===== src/rtl/core/emas_pkg.sv =====
// shared constants and types for the task-slot scheduler
package emas_pkg;
  localparam int SLOTS = 64;
  localparam int SW = $clog2(SLOTS);
  localparam logic [15:0] AGING_RESET = 16'd800;
  localparam logic signed [31:0] SCORE_CEILING = 32'sh7FFFFFFF;

  localparam logic [1:0] CMD_ROUND = 2'd0;
  localparam logic [1:0] CMD_RUN   = 2'd1;
  localparam logic [1:0] CMD_LEVEL = 2'd2;
  localparam logic [1:0] CMD_DEAD  = 2'd3;

  localparam logic [1:0] RS_RUNNABLE = 2'd1;
  localparam logic [1:0] RS_RUNNING  = 2'd2;
  localparam logic [1:0] LV_INTER = 2'd1;
  localparam logic [1:0] LV_BATCH = 2'd2;

  // controller to datapath commands
  typedef struct packed {
    logic init;       // clearing pass: write reset values at scan index
    logic take;       // capture the accepted command word
    logic clear;      // start of a round: reset pick trackers
    logic scan;       // read slot at scan index
    logic direct;     // execute a non-round command
    logic commit;     // write running state of chosen slot
  } ctl_t;

  // datapath to controller status
  typedef struct packed {
    logic last;       // scan index at last slot
  } sts_t;
endpackage


===== src/rtl/core/emas_datapath.sv =====
// slot table, round scan logic and result registers
module emas_datapath import emas_pkg::*; (
  input  logic              clk,
  input  logic              rst,
  input  ctl_t              ctl,
  output sts_t              sts,
  input  logic [1:0]        command,
  input  logic [SW-1:0]     slot,
  input  logic [1:0]        run_state,
  input  logic [1:0]        new_level,
  input  logic signed [31:0] deadline,
  input  logic [31:0]       current_tick,
  input  logic [15:0]       aging_threshold,
  output logic              found,
  output logic [5:0]        selected_slot,
  output logic              status
);
  // slot table, one array per field, registered read
  logic [1:0]  rs_mem [SLOTS];
  logic        rt_mem [SLOTS];
  logic [1:0]  lv_mem [SLOTS];
  logic [31:0] dl_mem [SLOTS];
  logic [15:0] wc_mem [SLOTS];
  logic [1:0]  rs_rd;
  logic        rt_rd;
  logic [1:0]  lv_rd;
  logic [31:0] dl_rd;
  logic [15:0] wc_rd;

  // table ports
  logic [SW-1:0] raddr, waddr;
  logic we_rs, we_rt, we_lv, we_dl, we_wc;
  logic [1:0]  rs_wd, lv_wd;
  logic        rt_wd;
  logic [31:0] dl_wd;
  logic [15:0] wc_wd;

  // captured command word
  logic [1:0]    cmd_q;
  logic [SW-1:0] slot_q;
  logic [1:0]    run_state_q, new_level_q;
  logic [31:0]   deadline_q, tick_q;

  logic [SW-1:0] idx, proc_idx;
  logic proc_v;
  logic signed [31:0] best;
  logic rt_have, in_have, bt_done, bt_have;
  logic [SW-1:0] rt_pick, in_pick, bt_pick;

  logic runn, is_rt, is_in, is_bt;
  logic signed [31:0] score;
  logic [15:0] wc_inc;
  logic bt_promote_scan;

  // slot classification from the read word
  always_comb begin
    runn  = rs_rd == RS_RUNNABLE;
    is_rt = runn && rt_rd;
    is_in = runn && !rt_rd && lv_rd == LV_INTER;
    is_bt = runn && !rt_rd && lv_rd == LV_BATCH;
    score = $signed(dl_rd - tick_q);
    bt_promote_scan = is_bt && !bt_done && wc_rd > aging_threshold;
    wc_inc = (wc_rd == 16'hFFFF) ? wc_rd : wc_rd + 16'd1;
  end

  assign sts.last = idx == SW'(SLOTS - 1);

  // chosen slot by priority
  logic have;
  logic [SW-1:0] pick;
  always_comb begin
    have = rt_have || in_have || bt_have;
    pick = rt_have ? rt_pick : (in_have ? in_pick : bt_pick);
  end

  // command capture at acceptance
  always_ff @(posedge clk) begin
    if (ctl.take) begin
      cmd_q <= command; slot_q <= slot; run_state_q <= run_state;
      new_level_q <= new_level; deadline_q <= deadline; tick_q <= current_tick;
    end
  end

  // scan index and read pipeline stage
  always_ff @(posedge clk) begin
    if (rst || ctl.clear) begin
      idx <= '0;
    end else if (ctl.scan || ctl.init) begin
      idx <= idx + SW'(1);
    end
    if (rst) begin
      proc_v <= 1'b0;
    end else begin
      proc_v <= ctl.scan;
    end
    proc_idx <= idx;
  end

  // scan trackers
  always_ff @(posedge clk) begin
    if (rst || ctl.clear) begin
      best <= SCORE_CEILING;
      rt_have <= 1'b0; in_have <= 1'b0; bt_done <= 1'b0; bt_have <= 1'b0;
      rt_pick <= '0; in_pick <= '0; bt_pick <= '0;
    end else if (proc_v) begin
      if (is_rt && score < best) begin
        best <= score; rt_pick <= proc_idx; rt_have <= 1'b1;
      end
      if (is_in && !in_have) begin
        in_pick <= proc_idx; in_have <= 1'b1;
      end
      if (is_bt && !bt_done && !bt_promote_scan) begin
        bt_done <= 1'b1; bt_pick <= proc_idx; bt_have <= 1'b1;
      end
    end
  end

  // table read address
  assign raddr = ctl.take ? slot : idx;

  // table write selection
  always_comb begin
    waddr = proc_idx;
    we_rs = 1'b0; we_rt = 1'b0; we_lv = 1'b0; we_dl = 1'b0; we_wc = 1'b0;
    rs_wd = '0; rt_wd = 1'b0; lv_wd = '0; dl_wd = '0; wc_wd = '0;
    if (ctl.init) begin
      // clearing pass after reset
      waddr = idx;
      we_rs = 1'b1; we_rt = 1'b1; we_lv = 1'b1; we_dl = 1'b1; we_wc = 1'b1;
      lv_wd = LV_BATCH;
    end else if (proc_v) begin
      // batch slot aging; a scan promotion skips the increment
      if (bt_promote_scan) begin
        we_lv = 1'b1; lv_wd = LV_INTER; we_wc = 1'b1;
      end else if (is_bt) begin
        we_wc = 1'b1;
        if (wc_inc > aging_threshold) begin
          we_lv = 1'b1; lv_wd = LV_INTER;
        end else begin
          wc_wd = wc_inc;
        end
      end
    end else if (ctl.commit) begin
      waddr = pick;
      we_rs = have; rs_wd = RS_RUNNING;
    end else if (ctl.direct) begin
      waddr = slot_q;
      unique case (cmd_q)
        CMD_ROUND: ;
        CMD_RUN: begin
          we_rs = 1'b1; rs_wd = run_state_q;
        end
        CMD_LEVEL: if (!rt_rd) begin
          we_lv = 1'b1; lv_wd = new_level_q; we_wc = 1'b1;
        end
        CMD_DEAD: begin
          we_rt = 1'b1; rt_wd = 1'b1; we_dl = 1'b1; dl_wd = deadline_q;
          we_lv = 1'b1; we_wc = 1'b1;
        end
      endcase
    end
  end

  // slot table storage
  always_ff @(posedge clk) begin
    if (we_rs) rs_mem[waddr] <= rs_wd;
    if (we_rt) rt_mem[waddr] <= rt_wd;
    if (we_lv) lv_mem[waddr] <= lv_wd;
    if (we_dl) dl_mem[waddr] <= dl_wd;
    if (we_wc) wc_mem[waddr] <= wc_wd;
    rs_rd <= rs_mem[raddr];
    rt_rd <= rt_mem[raddr];
    lv_rd <= lv_mem[raddr];
    dl_rd <= dl_mem[raddr];
    wc_rd <= wc_mem[raddr];
  end

  // result register
  always_ff @(posedge clk) begin
    if (ctl.commit) begin
      found <= have;
      selected_slot <= have ? 6'(pick) : 6'd0;
      status <= 1'b0;
    end else if (ctl.direct) begin
      found <= 1'b0;
      selected_slot <= 6'd0;
      status <= (cmd_q == CMD_LEVEL) && rt_rd;
    end
  end
endmodule


===== src/rtl/core/emas_ctrl.sv =====
// command sequencer for the scheduler
module emas_ctrl import emas_pkg::*; (
  input  logic       clk,
  input  logic       rst,
  input  logic       start,
  input  logic [1:0] command,
  input  sts_t       sts,
  output ctl_t       ctl,
  output logic       busy,
  output logic       done
);
  localparam logic [2:0] S_CLEAR  = 3'd0;
  localparam logic [2:0] S_IDLE   = 3'd1;
  localparam logic [2:0] S_DIRECT = 3'd2;
  localparam logic [2:0] S_SCAN   = 3'd3;
  localparam logic [2:0] S_TAIL   = 3'd4;
  localparam logic [2:0] S_COMMIT = 3'd5;

  logic [2:0] state, state_next;
  logic       done_next;

  always_comb begin
    state_next = state;
    done_next = 1'b0;
    ctl = '0;
    unique case (state)
      S_CLEAR: begin
        ctl.init = 1'b1;
        if (sts.last) state_next = S_IDLE;
      end
      S_IDLE: if (start) begin
        ctl.take = 1'b1;
        if (command == CMD_ROUND) begin
          ctl.clear = 1'b1; state_next = S_SCAN;
        end else begin
          state_next = S_DIRECT;
        end
      end
      S_DIRECT: begin
        ctl.direct = 1'b1; done_next = 1'b1; state_next = S_IDLE;
      end
      S_SCAN: begin
        ctl.scan = 1'b1;
        if (sts.last) state_next = S_TAIL;
      end
      // last read word still in the pipeline
      S_TAIL: state_next = S_COMMIT;
      S_COMMIT: begin
        ctl.commit = 1'b1; done_next = 1'b1; state_next = S_IDLE;
      end
      default: state_next = S_IDLE;
    endcase
  end

  assign busy = state != S_IDLE;

  always_ff @(posedge clk) begin
    if (rst) begin
      state <= S_CLEAR; done <= 1'b0;
    end else begin
      state <= state_next; done <= done_next;
    end
  end
endmodule


===== src/rtl/core/edf_multilevel_aging_scheduler_unit.sv =====
// top level of the multilevel deadline and aging task scheduler
// commands 1 to 3 give their word through the direct state; done is registered
// a round reads one slot a cycle, pipelined, then tail and commit states to its word
// one command at a time; busy holds new starts off
// results show on done for one cycle; the receiver cannot stall
// sync reset sets the threshold to 800; a full table clear follows, busy high
module edf_multilevel_aging_scheduler_unit import emas_pkg::*; (
  input  logic        clk,
  input  logic        rst,
  input  logic        start,
  output logic        busy,
  input  logic [1:0]  command,
  input  logic [5:0]  slot,
  input  logic [1:0]  run_state,
  input  logic [1:0]  new_level,
  input  logic signed [31:0] deadline,
  input  logic [31:0] current_tick,
  input  logic        cfg_valid,
  output logic        cfg_ready,
  input  logic [15:0] cfg_data,
  output logic        done,
  output logic        found,
  output logic [5:0]  selected_slot,
  output logic        status
);
  ctl_t ctl;
  sts_t sts;
  logic [15:0] aging_threshold;

  // threshold register
  assign cfg_ready = 1'b1;
  always_ff @(posedge clk) begin
    if (rst) aging_threshold <= AGING_RESET;
    else if (cfg_valid) aging_threshold <= cfg_data;
  end

  emas_ctrl u_ctrl (
    .clk, .rst, .start, .command, .sts, .ctl, .busy, .done
  );

  emas_datapath u_dp (
    .clk, .rst, .ctl, .sts, .command, .slot(slot[SW-1:0]), .run_state, .new_level,
    .deadline, .current_tick, .aging_threshold, .found, .selected_slot, .status
  );
endmodule


===== config.mk =====
export PLATFORM = sky130hd
export DESIGN_NAME = edf_multilevel_aging_scheduler_unit
export DESIGN_NICKNAME = d
export VERILOG_FILES = /design/src/rtl/core/emas_pkg.sv /design/src/rtl/core/emas_datapath.sv /design/src/rtl/core/emas_ctrl.sv /design/src/rtl/core/edf_multilevel_aging_scheduler_unit.sv
export SDC_FILE = /design/constraint.sdc
export NUM_CORES = 2
export LEC_CHECK = 0
export BUFFER_PORTS_ARGS = -buffer_cell sky130_fd_sc_hd__buf_2
export CAP_MARGIN = 30
export CORE_UTILIZATION = 45
export CTS_BUF_LIST = sky130_fd_sc_hd__clkbuf_4
export DETAILED_ROUTE_END_ITERATION = 10
export PLACE_DENSITY_LB_ADDON = 0.2
export REMOVE_ABC_BUFFERS = 1
export SLEW_MARGIN = 20
export SYNTH_ARGS = -nofsm -noshare
export SYNTH_HDL_FRONTEND = slang
export SYNTH_SLANG_ARGS = --single-unit

===== constraint.sdc =====
create_clock -name clk -period 8.4 [get_ports clk]
set_clock_uncertainty 0.2 [all_clocks]
set_input_delay 0.84 -clock clk [delete_from_list [all_inputs] [get_ports clk]]
set_output_delay 0.84 -clock clk [all_outputs]
set_load 0.01 [all_outputs]

==> reports/results.md <==
### Power
* **power density over the cells** 229.4 mW/mm^2
* **IR Drop Worst-Case VDD** 0.1479 mV
* **total power draw** 37.74 mW
* **static leakage power** 53.11 nW

### Yosys
* **Syn Std Cell Area** 0.1429 mm^2
* **count of flip-flops with a built-in enable after synthesis** 3475
* **largest cells by area after synthesis** edfxtp_1 73%, nand2_1 4.2%, mux2i_1 3.7%, a21oi_1 3.1%, dfxtp_1 2.0%
* **Post-synth top flop** edfxtp_1
* **combinational family with the most area after synthesis** compound AO/OA/AOI/OAI gates
* **share of synthesized registers carrying an async set or reset** 0%
* **Seq/Total Area, Yosys** 74.98%
* **post-synthesis xor/xnor area fraction** 0.2758%
* **compound-gate portion of the synthesized area** 8.869%
* **multiplexer share of the synthesized area** 5.097%
* **dominant cell type by area after synthesis** edfxtp_1
* **Yosys Warn Count** 0
* **Mapped Avg Cell Area** 14.78 um^2
* **share of the synthesized area in the top cell type** 73.02%
* **Simple-Gate Fraction of Synth Area** 7.575%
* **cell count after synthesis** 9667
* **Adder-Cell Fraction of Synth Area** 0.8545%
* **flop and latch count out of synthesis** 3615
* **Yosys cell types** 85

### Place
* **Worst Setup Slack post-DPL** 1799 ps
* **RePlAce Congestion** 0.8721
* **count of input and output buffers** 105
* **post-DP HPWL** 282.3 mm

### Worst setup path
* **CP Max Fanout** 44
* **required time of the worst setup path** 9570 ps
* **startpoint-to-endpoint class of the critical path** register to register
* **endpoint kind of the worst setup timing path** register
* **Worst R2R Start** u_dp.wc_rd[5]
* **start point of the critical path** u_dp.wc_rd[5]
* **data arrival time of the critical path** 7840 ps
* **Critical Path Source Type** register

### Clock tree
* **clock input transition at the sequential cells of the worst setup and hold paths** 60 ps
* **clock latency of the later-clocked register in the worst-skew pair** 1740 ps
* **CTS HTree Levels** 6
* **buffers from clock root to sink, at most** 4
* **number of sinks handled by clock tree synthesis** 3615
* **PostCTS Resize Cnt** 0
* **clock root buffer** clkbuf_4
* **clock tree from TritonCTS** built
* **cts bufs inserted** 879

### Drt
* **Detailed Route Iter0 Violations** 13670
* **TritonRoute pass-1 iters** 8
* **count of vias placed by the detailed router** 96310
* **per-cell via count in the routed design** 6.217
* **overall routed net length** 506.4 mm
* **DR DRC count** 0
* **ANT nets after route** 0
* **Routed wire per std cell** 32.69 um

### Floorplanning
* **overall die area** 0.3198 mm^2
* **area of the placeable core** 0.3155 mm^2
* **die width** 565.5 um
* **std cell rows** 206
* **vertical extent of the die** 565.5 um
* **ports placed on the boundary** 107
* **starting density of the core** 45.30%

### Finish
* **final cell utilization of the core** 52.14%
* **synth-to-layout area growth** 15.12%
* **ratio of cells with drive above 1 in the final layout** 19.70%
* **fill cell count** 26480
* **Final #Nets** 10840

### Timing
* **setup repair after global routing missed its margin** false
* **maximum achievable frequency** 149.9 MHz
* **Setup TNS** 0 ps
* **Tcrit/Tclk final** 79.43%
* **total count of max-transition violations in the final report** 0
* **min Tclk post-route** 6672 ps
* **final-layout worst hold slack** 106.1 ps
* **actual slew at the worst max-slew pin** 1113 ps
* **total of endpoints with negative setup slack in the final report** 0
* **worst slew slack as a fraction of its limit** 25.02%
* **endpoints failing hold** 0
* **fin worst setup slack** 1728 ps

### Global routing
* **total global routing track utilization** 31.13%
* **via count of the first global-routing pass** 93030
* **wire length of the first global-routing pass** 697.4 mm
* **maximum number of pins on one net before global-route repair** 99
* **total gr overflow** 0
* **number of antenna violations at the first check in global routing** 30

### Worst hold path
* **Hold WC Path Type** input port to register
* **hold path startpoint** rst

### Flow run
* **maxcap violations** 0

### Status
* **outcome** complete, no violations

==> state kept, by name, indices dropped and copies added, names as in the netlist, 3 cells and up <==
name / cells
u_dp.dl_mem: 2048
u_dp.wc_mem: 1024
u_dp.lv_mem: 128
u_dp.rs_mem: 128
u_dp.rt_mem: 64
u_dp.best: 32
u_dp.deadline_q: 32
u_dp.dl_rd: 32
u_dp.tick_q: 32
aging_threshold: 16
u_dp.wc_rd: 16
u_dp.bt_pick: 6
u_dp.idx: 6
u_dp.in_pick: 6
u_dp.proc_idx: 6
u_dp.rt_pick: 6
u_dp.selected_slot: 6
u_dp.slot_q: 6
u_ctrl.state: 3
==> cell usage in the layout, fill, tap and decap left out, drive strengths merged, types with 16 or more instances in the layout <==
master	instances
and3	16
buf	507
nor3	172
dlygate4sd3	222
a211oi	37
a221o	25
a32oi	33
nor2	303
o311ai	42
nand2	1608
inv	126
or4	18
xor2	18
o21ai	218
clkbuf	1308
mux4	82
ha	96
clkinv	197
o221ai	77
a21oi	887
and2	32
a222oi	42
or2	29
dfxtp	140
or3	25
a21o	25
a2111oi	79
o22ai	139
a22oi	52
nand4	33
mux2i	530
nor2b	40
nand3	167
a31oi	94
edfxtp	3475
diode	21
a221oi	65
nor4	69
o211ai	69
xnor2	27
==> routing by layer <==
| layer | track usage [%] | vias to the layer above | routed length [um] | share of wire, % |
|---|---|---|---|---|
| li1 | - | 39770 | - | - |
| met1 | 40.22 | 48830 | 188000 | 37 |
| met2 | 48.84 | 6448 | 232100 | 46 |
| met3 | 6.878 | 1241 | 56380 | 11 |
| met4 | 17.51 | 22 | 29820 | 5.9 |
| met5 | 0 | - | 136 | 0.027 |
==> report_power, final <==
part           internal, mW  leakage [nW]  switching (mW)
Sequential             19.6          27.2           0.161
Clock                  7.54          6.69            7.16
Combinational          1.04          19.2            2.22
Total                  28.2          53.1            9.53
==> critical path, stage by stage, from the launching register on <==
cell	delay, ps
dfxtp_1	410
and4_1	260
nand4_1	250
or3_1	440
or3_1	450
nand3_1	220
o21ai_0	210
inv_1	110
ha_1	240
o21ai_0	150
a21oi_1	60
or4_1	440
a41oi_1	360
nor2_1	90
or4_1	810
buf_4	380
a211oi_4	790
buf_4	510
==> what timing repair did <==
| item | 4_1_cts | 5_1_grt |
|---|---|---|
| setup endpoints to repair | 0 | 0 |
| buffers inserted | 0 | 0 |
| hold buffers | 222 | 0 |
| hold endpoints to repair | 197 | 0 |
==> through the flow <==
| step | cell area (um^2) | instances |
|---|---|---|
| floorplan | 139900 | 9032 |
| global placement | 150100 | 13660 |
| detailed placement | 150900 | 13700 |
| CTS | 164400 | 15470 |
| global route | 164500 | 15470 |
| finish | 164500 | 15490 |
==> path summary, 6_finish.rpt <==
kind | to | slack [ps] | cells after the start
setup / recovery | u_dp.wc_mem[4][12] | 1730 | 17
setup reg to reg | u_dp.wc_mem[4][12] | 1730 | 17
hold / removal | u_ctrl.done | 110 | 3
hold reg to reg | u_dp.rt_pick[5] | 260 | 2
==> synthesized netlist by cell type, types with 32 or more instances <==
| library cell | number |
|---|---|
| inv_1 | 100 |
| o22ai_1 | 139 |
| a221oi_1 | 65 |
| nand2_1 | 1608 |
| a222oi_1 | 42 |
| and2_1 | 32 |
| mux2i_1 | 529 |
| o221ai_1 | 77 |
| o211ai_1 | 69 |
| buf_2 | 200 |
| a22oi_1 | 52 |
| o311ai_0 | 34 |
| ha_1 | 96 |
| clkbuf_1 | 295 |
| edfxtp_1 | 3475 |
| a21oi_1 | 887 |
| a211oi_1 | 37 |
| buf_1 | 69 |
| nor2_1 | 299 |
| buf_4 | 54 |
| o21ai_0 | 217 |
| nor3_1 | 170 |
| nor4_1 | 69 |
| a31oi_1 | 94 |
| nand4_1 | 33 |
| nor2b_1 | 40 |
| mux4_2 | 82 |
| a32oi_1 | 33 |
| dfxtp_1 | 140 |
| a2111oi_0 | 79 |
| nand3_1 | 167 |
==> cell type report <==
| class | instances | area (um^2) | area share, % |
|---|---|---|---|
| timing repair buffer | 731 | 6689 | 4.066 |
| clock buffer | 1306 | 9804 | 5.960 |
| inverter | 101 | 384.1 | 0.2335 |
| clock inverter | 242 | 1441 | 0.8762 |
| tap | 4160 | 5205 | 3.164 |
| antenna | 21 | 52.55 | 0.03194 |
| multi-input combinational | 5316 | 33780 | 20.53 |
| sequential | 3615 | 107200 | 65.14 |
==> cells by family (layout without fill, tap and decap cells) <==
family	after synthesis	in the layout
XOR/XNOR	45	45
AND/OR/NAND/NOR	2548	2548
AO/OA/AOI/OAI	2002	2002
other	1	22
flip-flops	3615	3615
multiplexers	623	623
buffers and inverters	736	2380
adder cells (fa/ha/maj)	97	97
(Power assumes the default switching activity.)
